### src/hdl/bad_pkg.sv
`timescale 1ns / 1ps
// ----------------------------------------------------------------------------
// bad_pkg: shared types, constants and helpers for the ANF degree block
// Sizes of the truth table store, lane count words and the bit masks used by
// the in-word butterfly and the per-lane weight counting.
// ----------------------------------------------------------------------------
package bad_pkg;

  localparam int MAX_INPUTS   = 8;
  localparam int TABLE_WORDS  = ((1 << MAX_INPUTS) > 32) ? ((1 << MAX_INPUTS) >> 5) : 1;
  localparam int LANE_CLASSES = 6;   // bit weights 0..5 inside one 32-bit word
  localparam int LCNT_W       = 4;   // at most 10 bits of one weight per word
  localparam int CNT_W        = 9;   // up to 256 monomials
  localparam int DEG_W        = 5;
  localparam int NB_W         = 4;   // width of the variable count

  typedef logic [31:0] word_t;
  typedef logic [LANE_CLASSES-1:0][LCNT_W-1:0] lane_cnt_t;
  typedef logic [CNT_W-1:0] wcnt_t;

  // population count of a 5-bit value
  function automatic logic [2:0] pop5(input logic [4:0] v);
    logic [2:0] c;
    c = '0;
    for (int i = 0; i < 5; i++) c = c + {2'b00, v[i]};
    return c;
  endfunction

  // butterfly partner mask for in-word stage b
  function automatic word_t half_mask(input logic [2:0] b);
    word_t m;
    case (b)
      3'd0:    m = 32'h5555_5555;
      3'd1:    m = 32'h3333_3333;
      3'd2:    m = 32'h0F0F_0F0F;
      3'd3:    m = 32'h00FF_00FF;
      default: m = 32'h0000_FFFF;
    endcase
    return m;
  endfunction

  // bit positions whose index has weight k
  function automatic word_t class_mask(input logic [2:0] k);
    word_t m;
    m = '0;
    for (int i = 0; i < 32; i++) m[i] = (pop5(5'(i)) == k);
    return m;
  endfunction

  // valid table bits of word 0 for small functions
  function automatic word_t low_mask(input logic [NB_W-1:0] n);
    word_t m;
    case (n)
      4'd1:    m = 32'h0000_0003;
      4'd2:    m = 32'h0000_000F;
      4'd3:    m = 32'h0000_00FF;
      4'd4:    m = 32'h0000_FFFF;
      default: m = 32'hFFFF_FFFF;
    endcase
    return m;
  endfunction

  // variable count forced into 1..MAX_INPUTS
  function automatic logic [NB_W-1:0] clamp_n(input logic [NB_W-1:0] raw);
    logic [NB_W-1:0] n;
    n = raw;
    if (raw == '0) n = NB_W'(1);
    else if (raw > NB_W'(MAX_INPUTS)) n = NB_W'(MAX_INPUTS);
    return n;
  endfunction

  // table words for n variables
  function automatic logic [NB_W-1:0] word_total(input logic [NB_W-1:0] n);
    logic [NB_W-1:0] w;
    w = NB_W'(1);
    if (n > NB_W'(5)) w = NB_W'(1) << (n - NB_W'(5));
    return w;
  endfunction

endpackage

### src/hdl/bad_lane.sv
`timescale 1ns / 1ps
// ----------------------------------------------------------------------------
// bad_lane: in-word Moebius butterfly for one table word
// Runs the XOR butterfly over input bits 0..4 (those below n) and registers
// the transformed word.
// ----------------------------------------------------------------------------
module bad_lane
  import bad_pkg::*;
(
  input  logic            clk,
  input  logic            en,
  input  logic [NB_W-1:0] n_i,
  input  word_t           word_i,
  output word_t           word_o
);

  word_t word_r;
  word_t word_nxt;

  // five butterfly stages, stage b skipped unless b < n
  always_comb begin
    word_nxt = word_i;
    for (int b = 0; b < 5; b++) begin
      if (NB_W'(b) < n_i) begin
        word_nxt = word_nxt ^ ((word_nxt & half_mask(3'(b))) << (1 << b));
      end
    end
  end

  always_ff @(posedge clk) begin
    if (en) word_r <= word_nxt;
  end

  assign word_o = word_r;

endmodule

### src/hdl/bad_lcnt.sv
`timescale 1ns / 1ps
// ----------------------------------------------------------------------------
// bad_lcnt: per-lane monomial counter
// Counts the set ANF bits of one word, split by the weight of the bit
// position inside the word (0..5).
// ----------------------------------------------------------------------------
module bad_lcnt
  import bad_pkg::*;
(
  input  logic      clk,
  input  logic      en,
  input  word_t     word_i,
  output lane_cnt_t cnt_o
);

  lane_cnt_t cnt_r;
  lane_cnt_t cnt_nxt;
  word_t     sel;

  // one popcount per weight class
  always_comb begin
    cnt_nxt = '0;
    sel     = '0;
    for (int k = 0; k < LANE_CLASSES; k++) begin
      sel = word_i & class_mask(3'(k));
      for (int i = 0; i < 32; i++) begin
        cnt_nxt[k] = cnt_nxt[k] + {{(LCNT_W-1){1'b0}}, sel[i]};
      end
    end
  end

  always_ff @(posedge clk) begin
    if (en) cnt_r <= cnt_nxt;
  end

  assign cnt_o = cnt_r;

endmodule

### src/hdl/bad_merge.sv
`timescale 1ns / 1ps
// ----------------------------------------------------------------------------
// bad_merge: combines lane counts into per-weight monomial counts
// A bit of word j at in-word weight k is a monomial of weight k + wt(j);
// only lanes that hold a table word of this run take part.
// ----------------------------------------------------------------------------
module bad_merge
  import bad_pkg::*;
(
  input  logic            clk,
  input  logic            en,
  input  logic [NB_W-1:0] nwords_i,
  input  lane_cnt_t       lane_cnt_i [TABLE_WORDS],
  output wcnt_t           cnt_o [MAX_INPUTS+1]
);

  wcnt_t      cnt_r   [MAX_INPUTS+1];
  wcnt_t      cnt_nxt [MAX_INPUTS+1];
  logic [2:0] pj;

  // sum each lane's class count into the matching total weight
  always_comb begin
    pj = '0;
    for (int w = 0; w <= MAX_INPUTS; w++) begin
      cnt_nxt[w] = '0;
      for (int j = 0; j < TABLE_WORDS; j++) begin
        pj = pop5(5'(j));
        if ((NB_W'(j) < nwords_i) && (w >= int'(pj)) &&
            (w - int'(pj) < LANE_CLASSES)) begin
          cnt_nxt[w] = cnt_nxt[w] +
                       CNT_W'(lane_cnt_i[j][3'(w - int'(pj))]);
        end
      end
    end
  end

  always_ff @(posedge clk) begin
    if (en) begin
      for (int w = 0; w <= MAX_INPUTS; w++) cnt_r[w] <= cnt_nxt[w];
    end
  end

  assign cnt_o = cnt_r;

endmodule

### src/hdl/boolean_anf_degree.sv
`timescale 1ns / 1ps
// ----------------------------------------------------------------------------
// boolean_anf_degree: algebraic normal form and degree of a Boolean function
// Loads a truth table word by word, applies the binary Moebius transform in
// eight parallel lanes and reports ANF words, weight counts and the degree.
// ----------------------------------------------------------------------------
// Usage:
//   Configuration: register input_bits (n, clamped to 1..8) at byte address 0
//   of the APB port; writing it restarts loading. Reset value is 8.
//   Input: one 32-bit truth-table word whenever start is high and busy is low.
//   W = max(1, 2^n/32) words complete a table; loading takes one word a cycle.
//   After the last word, busy stays high through processing (in-word
//   butterfly, cross-word butterfly, lane counts, merge, degree) and then
//   through emission: the W ANF words, then the counts for weights 0..n.
//   Each result word is shown for one cycle with out_strobe; out_last_result
//   marks the count for weight n. The receiver cannot stall the block.
//   For a full 8-variable table, as for any other, no new word is taken until
//   all results have left one by one through the single output register.
//   Reset returns the block to loading with no words held; the store itself
//   is not cleared, each run reads only the words written in that run.
// ----------------------------------------------------------------------------
module boolean_anf_degree
  import bad_pkg::*;
(
  input  logic                    clk,
  input  logic                    rst_n,
  // APB configuration port
  input  logic                    psel,
  input  logic                    penable,
  input  logic                    pwrite,
  input  logic [2:0]              paddr,
  input  logic [31:0]             pwdata,
  output logic [31:0]             prdata,
  output logic                    pready,
  // input channel
  input  logic                    start,
  output logic                    busy,
  input  logic [31:0]             in_truth_word,
  // result channel
  output logic                    out_strobe,
  output logic                    out_result_kind,
  output logic [2:0]              out_word_index,
  output logic [31:0]             out_anf_word,
  output logic [3:0]              out_monomial_weight,
  output logic [CNT_W-1:0]        out_monomial_count,
  output logic signed [DEG_W-1:0] out_algebraic_degree,
  output logic                    out_last_result
);

  typedef enum logic [6:0] {
    S_LOAD  = 7'b0000001,
    S_XFORM = 7'b0000010,
    S_CROSS = 7'b0000100,
    S_COUNT = 7'b0001000,
    S_MERGE = 7'b0010000,
    S_DEG   = 7'b0100000,
    S_EMIT  = 7'b1000000
  } state_t;

  state_t                  state_r, state_nxt;
  logic [NB_W-1:0]         nbits_r;
  logic [2:0]              wl_r;
  logic [4:0]              ecnt_r;
  word_t                   store_r  [TABLE_WORDS];
  word_t                   lane_in  [TABLE_WORDS];
  word_t                   lane_out [TABLE_WORDS];
  word_t                   cross_r  [TABLE_WORDS];
  word_t                   cross_nxt[TABLE_WORDS];
  lane_cnt_t               lane_cnt [TABLE_WORDS];
  wcnt_t                   wcnt     [MAX_INPUTS+1];
  logic signed [DEG_W-1:0] deg_r, deg_nxt;
  logic [NB_W-1:0]         n_eff;
  logic [NB_W-1:0]         nwords;
  logic [2:0]              nwords_m1;
  logic                    cfg_wr;
  logic                    in_acc;
  logic [4:0]              n_words5;
  logic [4:0]              weight5;
  logic                    emit_word;
  logic                    emit_last;

  logic                    out_strobe_r;
  logic                    out_kind_r;
  logic [2:0]              out_idx_r;
  word_t                   out_word_r;
  logic [3:0]              out_wt_r;
  wcnt_t                   out_cnt_r;
  logic                    out_last_r;

  assign n_eff     = clamp_n(nbits_r);
  assign nwords    = word_total(n_eff);
  assign nwords_m1 = 3'(nwords - NB_W'(1));
  assign n_words5  = 5'(nwords);
  assign cfg_wr    = psel && penable && pwrite && pready && !paddr[2];
  assign busy      = (state_r != S_LOAD);
  assign in_acc    = start && !busy;

  // APB register file
  assign pready = 1'b1;
  assign prdata = paddr[2] ? 32'd0 : {28'd0, nbits_r};

  // emission select
  assign weight5   = ecnt_r - n_words5;
  assign emit_word = (ecnt_r < n_words5);
  assign emit_last = !emit_word && (weight5[3:0] == n_eff);

  // control state
  always_comb begin
    state_nxt = state_r;
    unique case (state_r)
      S_LOAD:  if (in_acc && (wl_r == nwords_m1)) state_nxt = S_XFORM;
      S_XFORM: state_nxt = S_CROSS;
      S_CROSS: state_nxt = S_COUNT;
      S_COUNT: state_nxt = S_MERGE;
      S_MERGE: state_nxt = S_DEG;
      S_DEG:   state_nxt = S_EMIT;
      S_EMIT:  if (emit_last) state_nxt = S_LOAD;
      default: state_nxt = S_LOAD;
    endcase
  end

  always_ff @(posedge clk) begin
    if (!rst_n) begin
      state_r      <= S_LOAD;
      nbits_r      <= NB_W'(MAX_INPUTS);
      wl_r         <= '0;
      ecnt_r       <= '0;
      out_strobe_r <= 1'b0;
    end else begin
      state_r      <= state_nxt;
      out_strobe_r <= (state_r == S_EMIT);
      if (cfg_wr) nbits_r <= pwdata[NB_W-1:0];
      // word counter: restarts on a register write or a complete table
      if (cfg_wr) wl_r <= '0;
      else if (in_acc) wl_r <= (wl_r == nwords_m1) ? 3'd0 : wl_r + 3'd1;
      if (state_r == S_EMIT) ecnt_r <= emit_last ? 5'd0 : ecnt_r + 5'd1;
    end
  end

  // truth table store
  always_ff @(posedge clk) begin
    if (in_acc) store_r[wl_r] <= in_truth_word;
  end

  // lanes: in-word butterfly and per-lane weight counts
  for (genvar j = 0; j < TABLE_WORDS; j++) begin : g_lane
    assign lane_in[j] = store_r[j] & low_mask(n_eff);

    bad_lane u_lane (
      .clk    (clk),
      .en     (state_r == S_XFORM),
      .n_i    (n_eff),
      .word_i (lane_in[j]),
      .word_o (lane_out[j])
    );

    bad_lcnt u_lcnt (
      .clk    (clk),
      .en     (state_r == S_COUNT),
      .word_i (cross_r[j]),
      .cnt_o  (lane_cnt[j])
    );
  end

  // cross-word butterfly for input bits 5 and up
  always_comb begin
    for (int j = 0; j < TABLE_WORDS; j++) cross_nxt[j] = lane_out[j];
    for (int k = 0; k < MAX_INPUTS - 5; k++) begin
      for (int j = 0; j < TABLE_WORDS; j++) begin
        if ((n_eff > NB_W'(5 + k)) && (((j >> k) & 1) == 1)) begin
          cross_nxt[j] = cross_nxt[j] ^ cross_nxt[j ^ (1 << k)];
        end
      end
    end
  end

  always_ff @(posedge clk) begin
    if (state_r == S_CROSS) begin
      for (int j = 0; j < TABLE_WORDS; j++) cross_r[j] <= cross_nxt[j];
    end
  end

  bad_merge u_merge (
    .clk        (clk),
    .en         (state_r == S_MERGE),
    .nwords_i   (nwords),
    .lane_cnt_i (lane_cnt),
    .cnt_o      (wcnt)
  );

  // degree: highest weight with a nonzero count
  always_comb begin
    deg_nxt = '1;
    for (int w = 0; w <= MAX_INPUTS; w++) begin
      if (wcnt[w] != '0) deg_nxt = DEG_W'(w);
    end
  end

  always_ff @(posedge clk) begin
    if (state_r == S_DEG) deg_r <= deg_nxt;
  end

  // result register
  always_ff @(posedge clk) begin
    if (state_r == S_EMIT) begin
      out_kind_r <= !emit_word;
      out_last_r <= emit_last;
      if (emit_word) begin
        out_idx_r  <= ecnt_r[2:0];
        out_word_r <= cross_r[ecnt_r[2:0]];
        out_wt_r   <= '0;
        out_cnt_r  <= '0;
      end else begin
        out_idx_r  <= '0;
        out_word_r <= '0;
        out_wt_r   <= weight5[3:0];
        out_cnt_r  <= wcnt[weight5[3:0]];
      end
    end
  end

  assign out_strobe           = out_strobe_r;
  assign out_result_kind      = out_kind_r;
  assign out_word_index       = out_idx_r;
  assign out_anf_word         = out_word_r;
  assign out_monomial_weight  = out_wt_r;
  assign out_monomial_count   = out_cnt_r;
  assign out_algebraic_degree = deg_r;
  assign out_last_result      = out_last_r;

  // checks
  a_last_ends_run: assert property (@(posedge clk) disable iff (!rst_n)
    out_strobe && out_last_result |=> !out_strobe)
    else $error("result strobe after the last result of a run");

  a_strobe_after_busy: assert property (@(posedge clk) disable iff (!rst_n)
    out_strobe |-> $past(busy))
    else $error("result strobe without a run in progress");

  a_full_table_starts: assert property (@(posedge clk) disable iff (!rst_n)
    in_acc && (wl_r == nwords_m1) |=> state_r == S_XFORM)
    else $error("complete table did not start the transform");

  a_emit_bound: assert property (@(posedge clk) disable iff (!rst_n)
    state_r == S_EMIT |-> ecnt_r <= n_words5 + 5'(n_eff))
    else $error("emit counter ran past the last result");

endmodule

### config.mk
export PLATFORM = sky130hd
export DESIGN_NAME = boolean_anf_degree
export DESIGN_NICKNAME = d
export VERILOG_FILES = /design/src/hdl/bad_pkg.sv /design/src/hdl/bad_lane.sv /design/src/hdl/bad_lcnt.sv /design/src/hdl/bad_merge.sv /design/src/hdl/boolean_anf_degree.sv
export SDC_FILE = /design/constraint.sdc
export NUM_CORES = 2
export LEC_CHECK = 0
export BUFFER_PORTS_ARGS = -buffer_cell sky130_fd_sc_hd__buf_2
export CAP_MARGIN = 20
export CORE_ASPECT_RATIO = 2
export CORE_MARGIN = 5
export CORE_UTILIZATION = 60
export DETAILED_ROUTE_END_ITERATION = 8
export PLACE_DENSITY = 0.77
export SKIP_CTS_REPAIR_TIMING = 1
export SLEW_MARGIN = 20
export SYNTH_ARGS = -nofsm -noshare
export SYNTH_HDL_FRONTEND = slang
export SYNTH_SLANG_ARGS = --single-unit
export TNS_END_PERCENT = 100
### constraint.sdc
create_clock -name clk -period 12.08 [get_ports clk]
set_input_delay 0 -clock clk [delete_from_list [all_inputs] [get_ports clk]]
set_output_delay 0 -clock clk [all_outputs]
set_load 0.02 [all_outputs]
==> impl_metrics.json <==
{
  "multi_input_area_sq_um": 29100,
  "synth_area_sq_um": 61200,
  "arrival_ns": 10.50,
  "ys.flop_type": "edfxtp_1",
  "cp-startpoint": "nbits_r[3]",
  "ys_seq_area_share_pct": 47.9,
  "synth_compound_area_share_pct": 11.2,
  "grt.total_usage_pct": 38.9,
  "max_freq_ghz": 0.0994,
  "postSynth.asyncResetShare_pct": 0,
  "die_w_microns": 236,
  "wl_microns": 215000,
  "final_core_util_pct": 65.9,
  "avgSynthCellArea_sq_um": 10.7,
  "synthSimpleGateAreaFrac_pct": 10.9,
  "worstRegToRegCells": 37,
  "relSlewSlack_pct": 16.1,
  "port-buffer-count": 103,
  "antenna_left": 0,
  "hold_path_end": "nbits_r[3]",
  "ctsLongestPathBuffers": 3,
  "drive_above_1_share_pct": 8.97,
  "drt-initial-drc-count": 4402,
  "timing_hold_violations_final": 0,
  "fp.coreArea_sq_um": 101000,
  "fillerInstances": 7873,
  "grt_setup_unrepaired": "false",
  "synth_top_family_by_area": "XOR/XNOR gates",
  "ys_ff_latch": 983,
  "seqCellArea_sq_um": 29300,
  "ir_drop_mv": 0.168,
  "cp_common_cell": "ha_1",
  "drc_errors": 0,
  "period_share_pct": 83.3,
  "skew_ns": 0.0371,
  "status": "finished, final reports clean",
  "setup_viol": 0,
  "clock_latency_ns": 0.74,
  "cp_top_family": "adder cells",
  "r2r_start": "nbits_r[3]",
  "critPathKind": "reg2reg",
  "antenna_found_initial": 4,
  "drv_slew": 0,
  "die_area_sq_um": 109000,
  "vias": 44600,
  "yosys_warnings": 0,
  "netlist.top_cell.by_area": "edfxtp_1",
  "grt_max_degree": 178,
  "syn_inst": 5738,
  "place_hpwl_microns": 165000,
  "synth_area_leaders": "edfxtp_1 47%, xnor2_1 9.2%, fa_1 4.3%, nand2_1 4.1%, ha_1 3.8%",
  "p_per_area_nw_per_um2": 121,
  "max_cap_violations": 0,
  "place.gp.congestion": 1.06,
  "synth_cell_types": 90,
  "slowest_delay_ns": 0.81,
  "cp_slowest_cell": "or4b_1",
  "r2r-end": "u_merge.cnt_o[51]",
  "synth_mux_area_share_pct": 3.47,
  "initial_core_util_pct": 60.5,
  "layout_min_cycle_time_ns": 10.06,
  "cp-start-kind": "register",
  "fp.dieH_microns": 462,
  "crit_required_ns": 12.52,
  "htreeDepth": 3,
  "firstDrtPassIters": 6,
  "worstPathMaxFanout": 13,
  "grt_pass1_vias": 44300,
  "gr-total-overflow": 0,
  "worst_slack_ns": 2.02,
  "nets": 6154,
  "crit_buf_inv": 3,
  "tns_ns": 0,
  "synth-xor-area-share_pct": 13.2,
  "syn_to_final_growth_pct": 8.86,
  "dp_slack_ns": 2.06,
  "min_path_cells": 4,
  "p_leak_nw": 25.9,
  "via_per_inst": 6.21,
  "rows": 165,
  "r2r_slack_ns": 2.02,
  "synth_edf_count": 963,
  "end_kind": "register",
  "post_drt_wl_per_cell_microns": 29.9,
  "synth_top_area_share_pct": 47.2,
  "cts_tree": "done",
  "yosys.area_share.adder_pct": 8.12,
  "pin_count": 163,
  "worstHoldStart": "pwrite",
  "grt_pass1_wl_microns": 303000,
  "cts.sinks": 983,
  "max_slew.worst_pin.slew_ns": 1.25,
  "cts_made_buffers": 89,
  "path_clk_slew_ns": 0.07,
  "hp-class": "in2reg",
  "clockRootBuffer": "clkbuf_16"
}
kinds of logic after synthesis:
logic type | Yosys count
AND/OR/NAND/NOR | 1500
AO/OA/AOI/OAI | 1080
flip-flops | 983
XOR/XNOR | 911
buffers and inverters | 816
adder cells (fa/ha/maj) | 319
multiplexers | 127
other | 2
state kept, by name, indices dropped and copies added (netlist names), 4 cells and up:
name and cells:
out_monomial_count 9, out_monomial_weight 4, out_algebraic_degree 4, out_anf_word 32, store_r 256, g_lane.u_lane.word_o 256
nbits_r 4, state_r 7, g_lane.u_lcnt.cnt_o 96, u_merge.cnt_o 45, ecnt_r 5, cross_r 256
synthesized netlist by cell type (15+ instances only):
cell type  count
mux2i_1       29
a21o_1        66
o21ai_0      319
and2_1        82
nand4_1       15
nor2_1       397
o31ai_1       34
mux4_2        65
clkbuf_1     257
nor3_1        70
a31oi_1       19
inv_1        465
a22oi_1       62
a211oi_1      19
o211ai_1      50
nor2b_1       86
or3_1         49
a21oi_1      278
nand2b_1      21
a32oi_1       68
dfxtp_1       20
mux2_2        33
xor2_1       260
fa_1         131
nand3_1       42
ha_1         188
edfxtp_1     963
xnor2_1      642
buf_4         30
buf_1         53
o21a_1        17
nand2_1      662
and3_1        17
o22ai_1       29
how the worst max path moves through the flow:
stage                     slack [ns]  cells after the start           endpoint
after floorplan                 2.45                     44  u_merge.cnt_o[51]
after global placement          2.08                     37  u_merge.cnt_o[51]
after detailed placement        2.06                     37  u_merge.cnt_o[51]
after CTS                       2.01                     37  u_merge.cnt_o[51]
after global routing            1.42                     38  u_merge.cnt_o[51]
final                           2.02                     37  u_merge.cnt_o[51]
layout by cell type (no fill, tap or decap), types with 28 or more instances in the layout:
cell,n
o211ai_1,50
nor3_1,67
or3_1,47
a21o_1,66
fa_1,131
xnor2_1,640
mux4_2,65
o21ai_0,318
dlygate4sd3_1,41
a21oi_1,278
buf_4,104
and2_1,81
nand3_1,42
xor2_1,259
clkbuf_16,90
o31ai_1,28
a22oi_1,62
inv_1,461
a32oi_1,68
edfxtp_1,963
ha_1,188
o22ai_1,29
conb_1,34
nand2_1,660
mux2i_1,29
buf_2,103
mux2_2,33
nor2_1,387
nor2b_1,86
report_power, final:
part	internal (mW)	total [mW]	switching, mW
Combinational	0.427	1.23	0.801
Clock	1.65	2.99	1.34
Sequential	3.79	3.82	0.0284
per-stage QoR:
| stage | power, mW | cells | hold WS, ns | area, sq um |
|---|---|---|---|---|
| 2_1_floorplan | 4.65 | 5770 | 0.0749 | 61400 |
| 4_1_cts | 8.03 | 7128 | -0.483 | 66200 |
| 3_5_place_dp | 5.08 | 6966 | 0.275 | 63200 |
| 5_1_grt | 8.27 | 7172 | 0.0967 | 66700 |
| 6_report | 8.04 | 7173 | 0.0403 | 66700 |
| 3_3_place_gp | 5.06 | 6966 | 0.264 | 63200 |
cell type report:
class,count,share of cell area (%)
Multi-Input combinational cell,3971,43.7
Clock buffer,104,3.49
Inverter,467,2.65
Sequential cell,983,44.0
Antenna cell,4,0.0150
Clock inverter,58,1.04
Tap cell,1336,2.51
Timing Repair Buffer,250,2.62
worst register-to-register path, delay by kind of cell (launching register included):
family                   cells  cell delay, ns
AND/OR/NAND/NOR              8            1.94
multiplexers                 4            0.92
adder cells (fa/ha/maj)      9            3.26
XOR/XNOR                     5            0.80
flip-flops                   1            0.35
buffers and inverters        3            0.57
AO/OA/AOI/OAI                8            1.96
layer usage:
| layer | GRT usage (%) | wire length, microns |
|---|---|---|
| met5 | 0 | 0 |
| met2 | 67.3 | 106000 |
| met1 | 38.0 | 64900 |
| met3 | 5.81 | 13700 |
| met4 | 40.8 | 30300 |
Note: power is estimated with default switching activity, not from simulation.
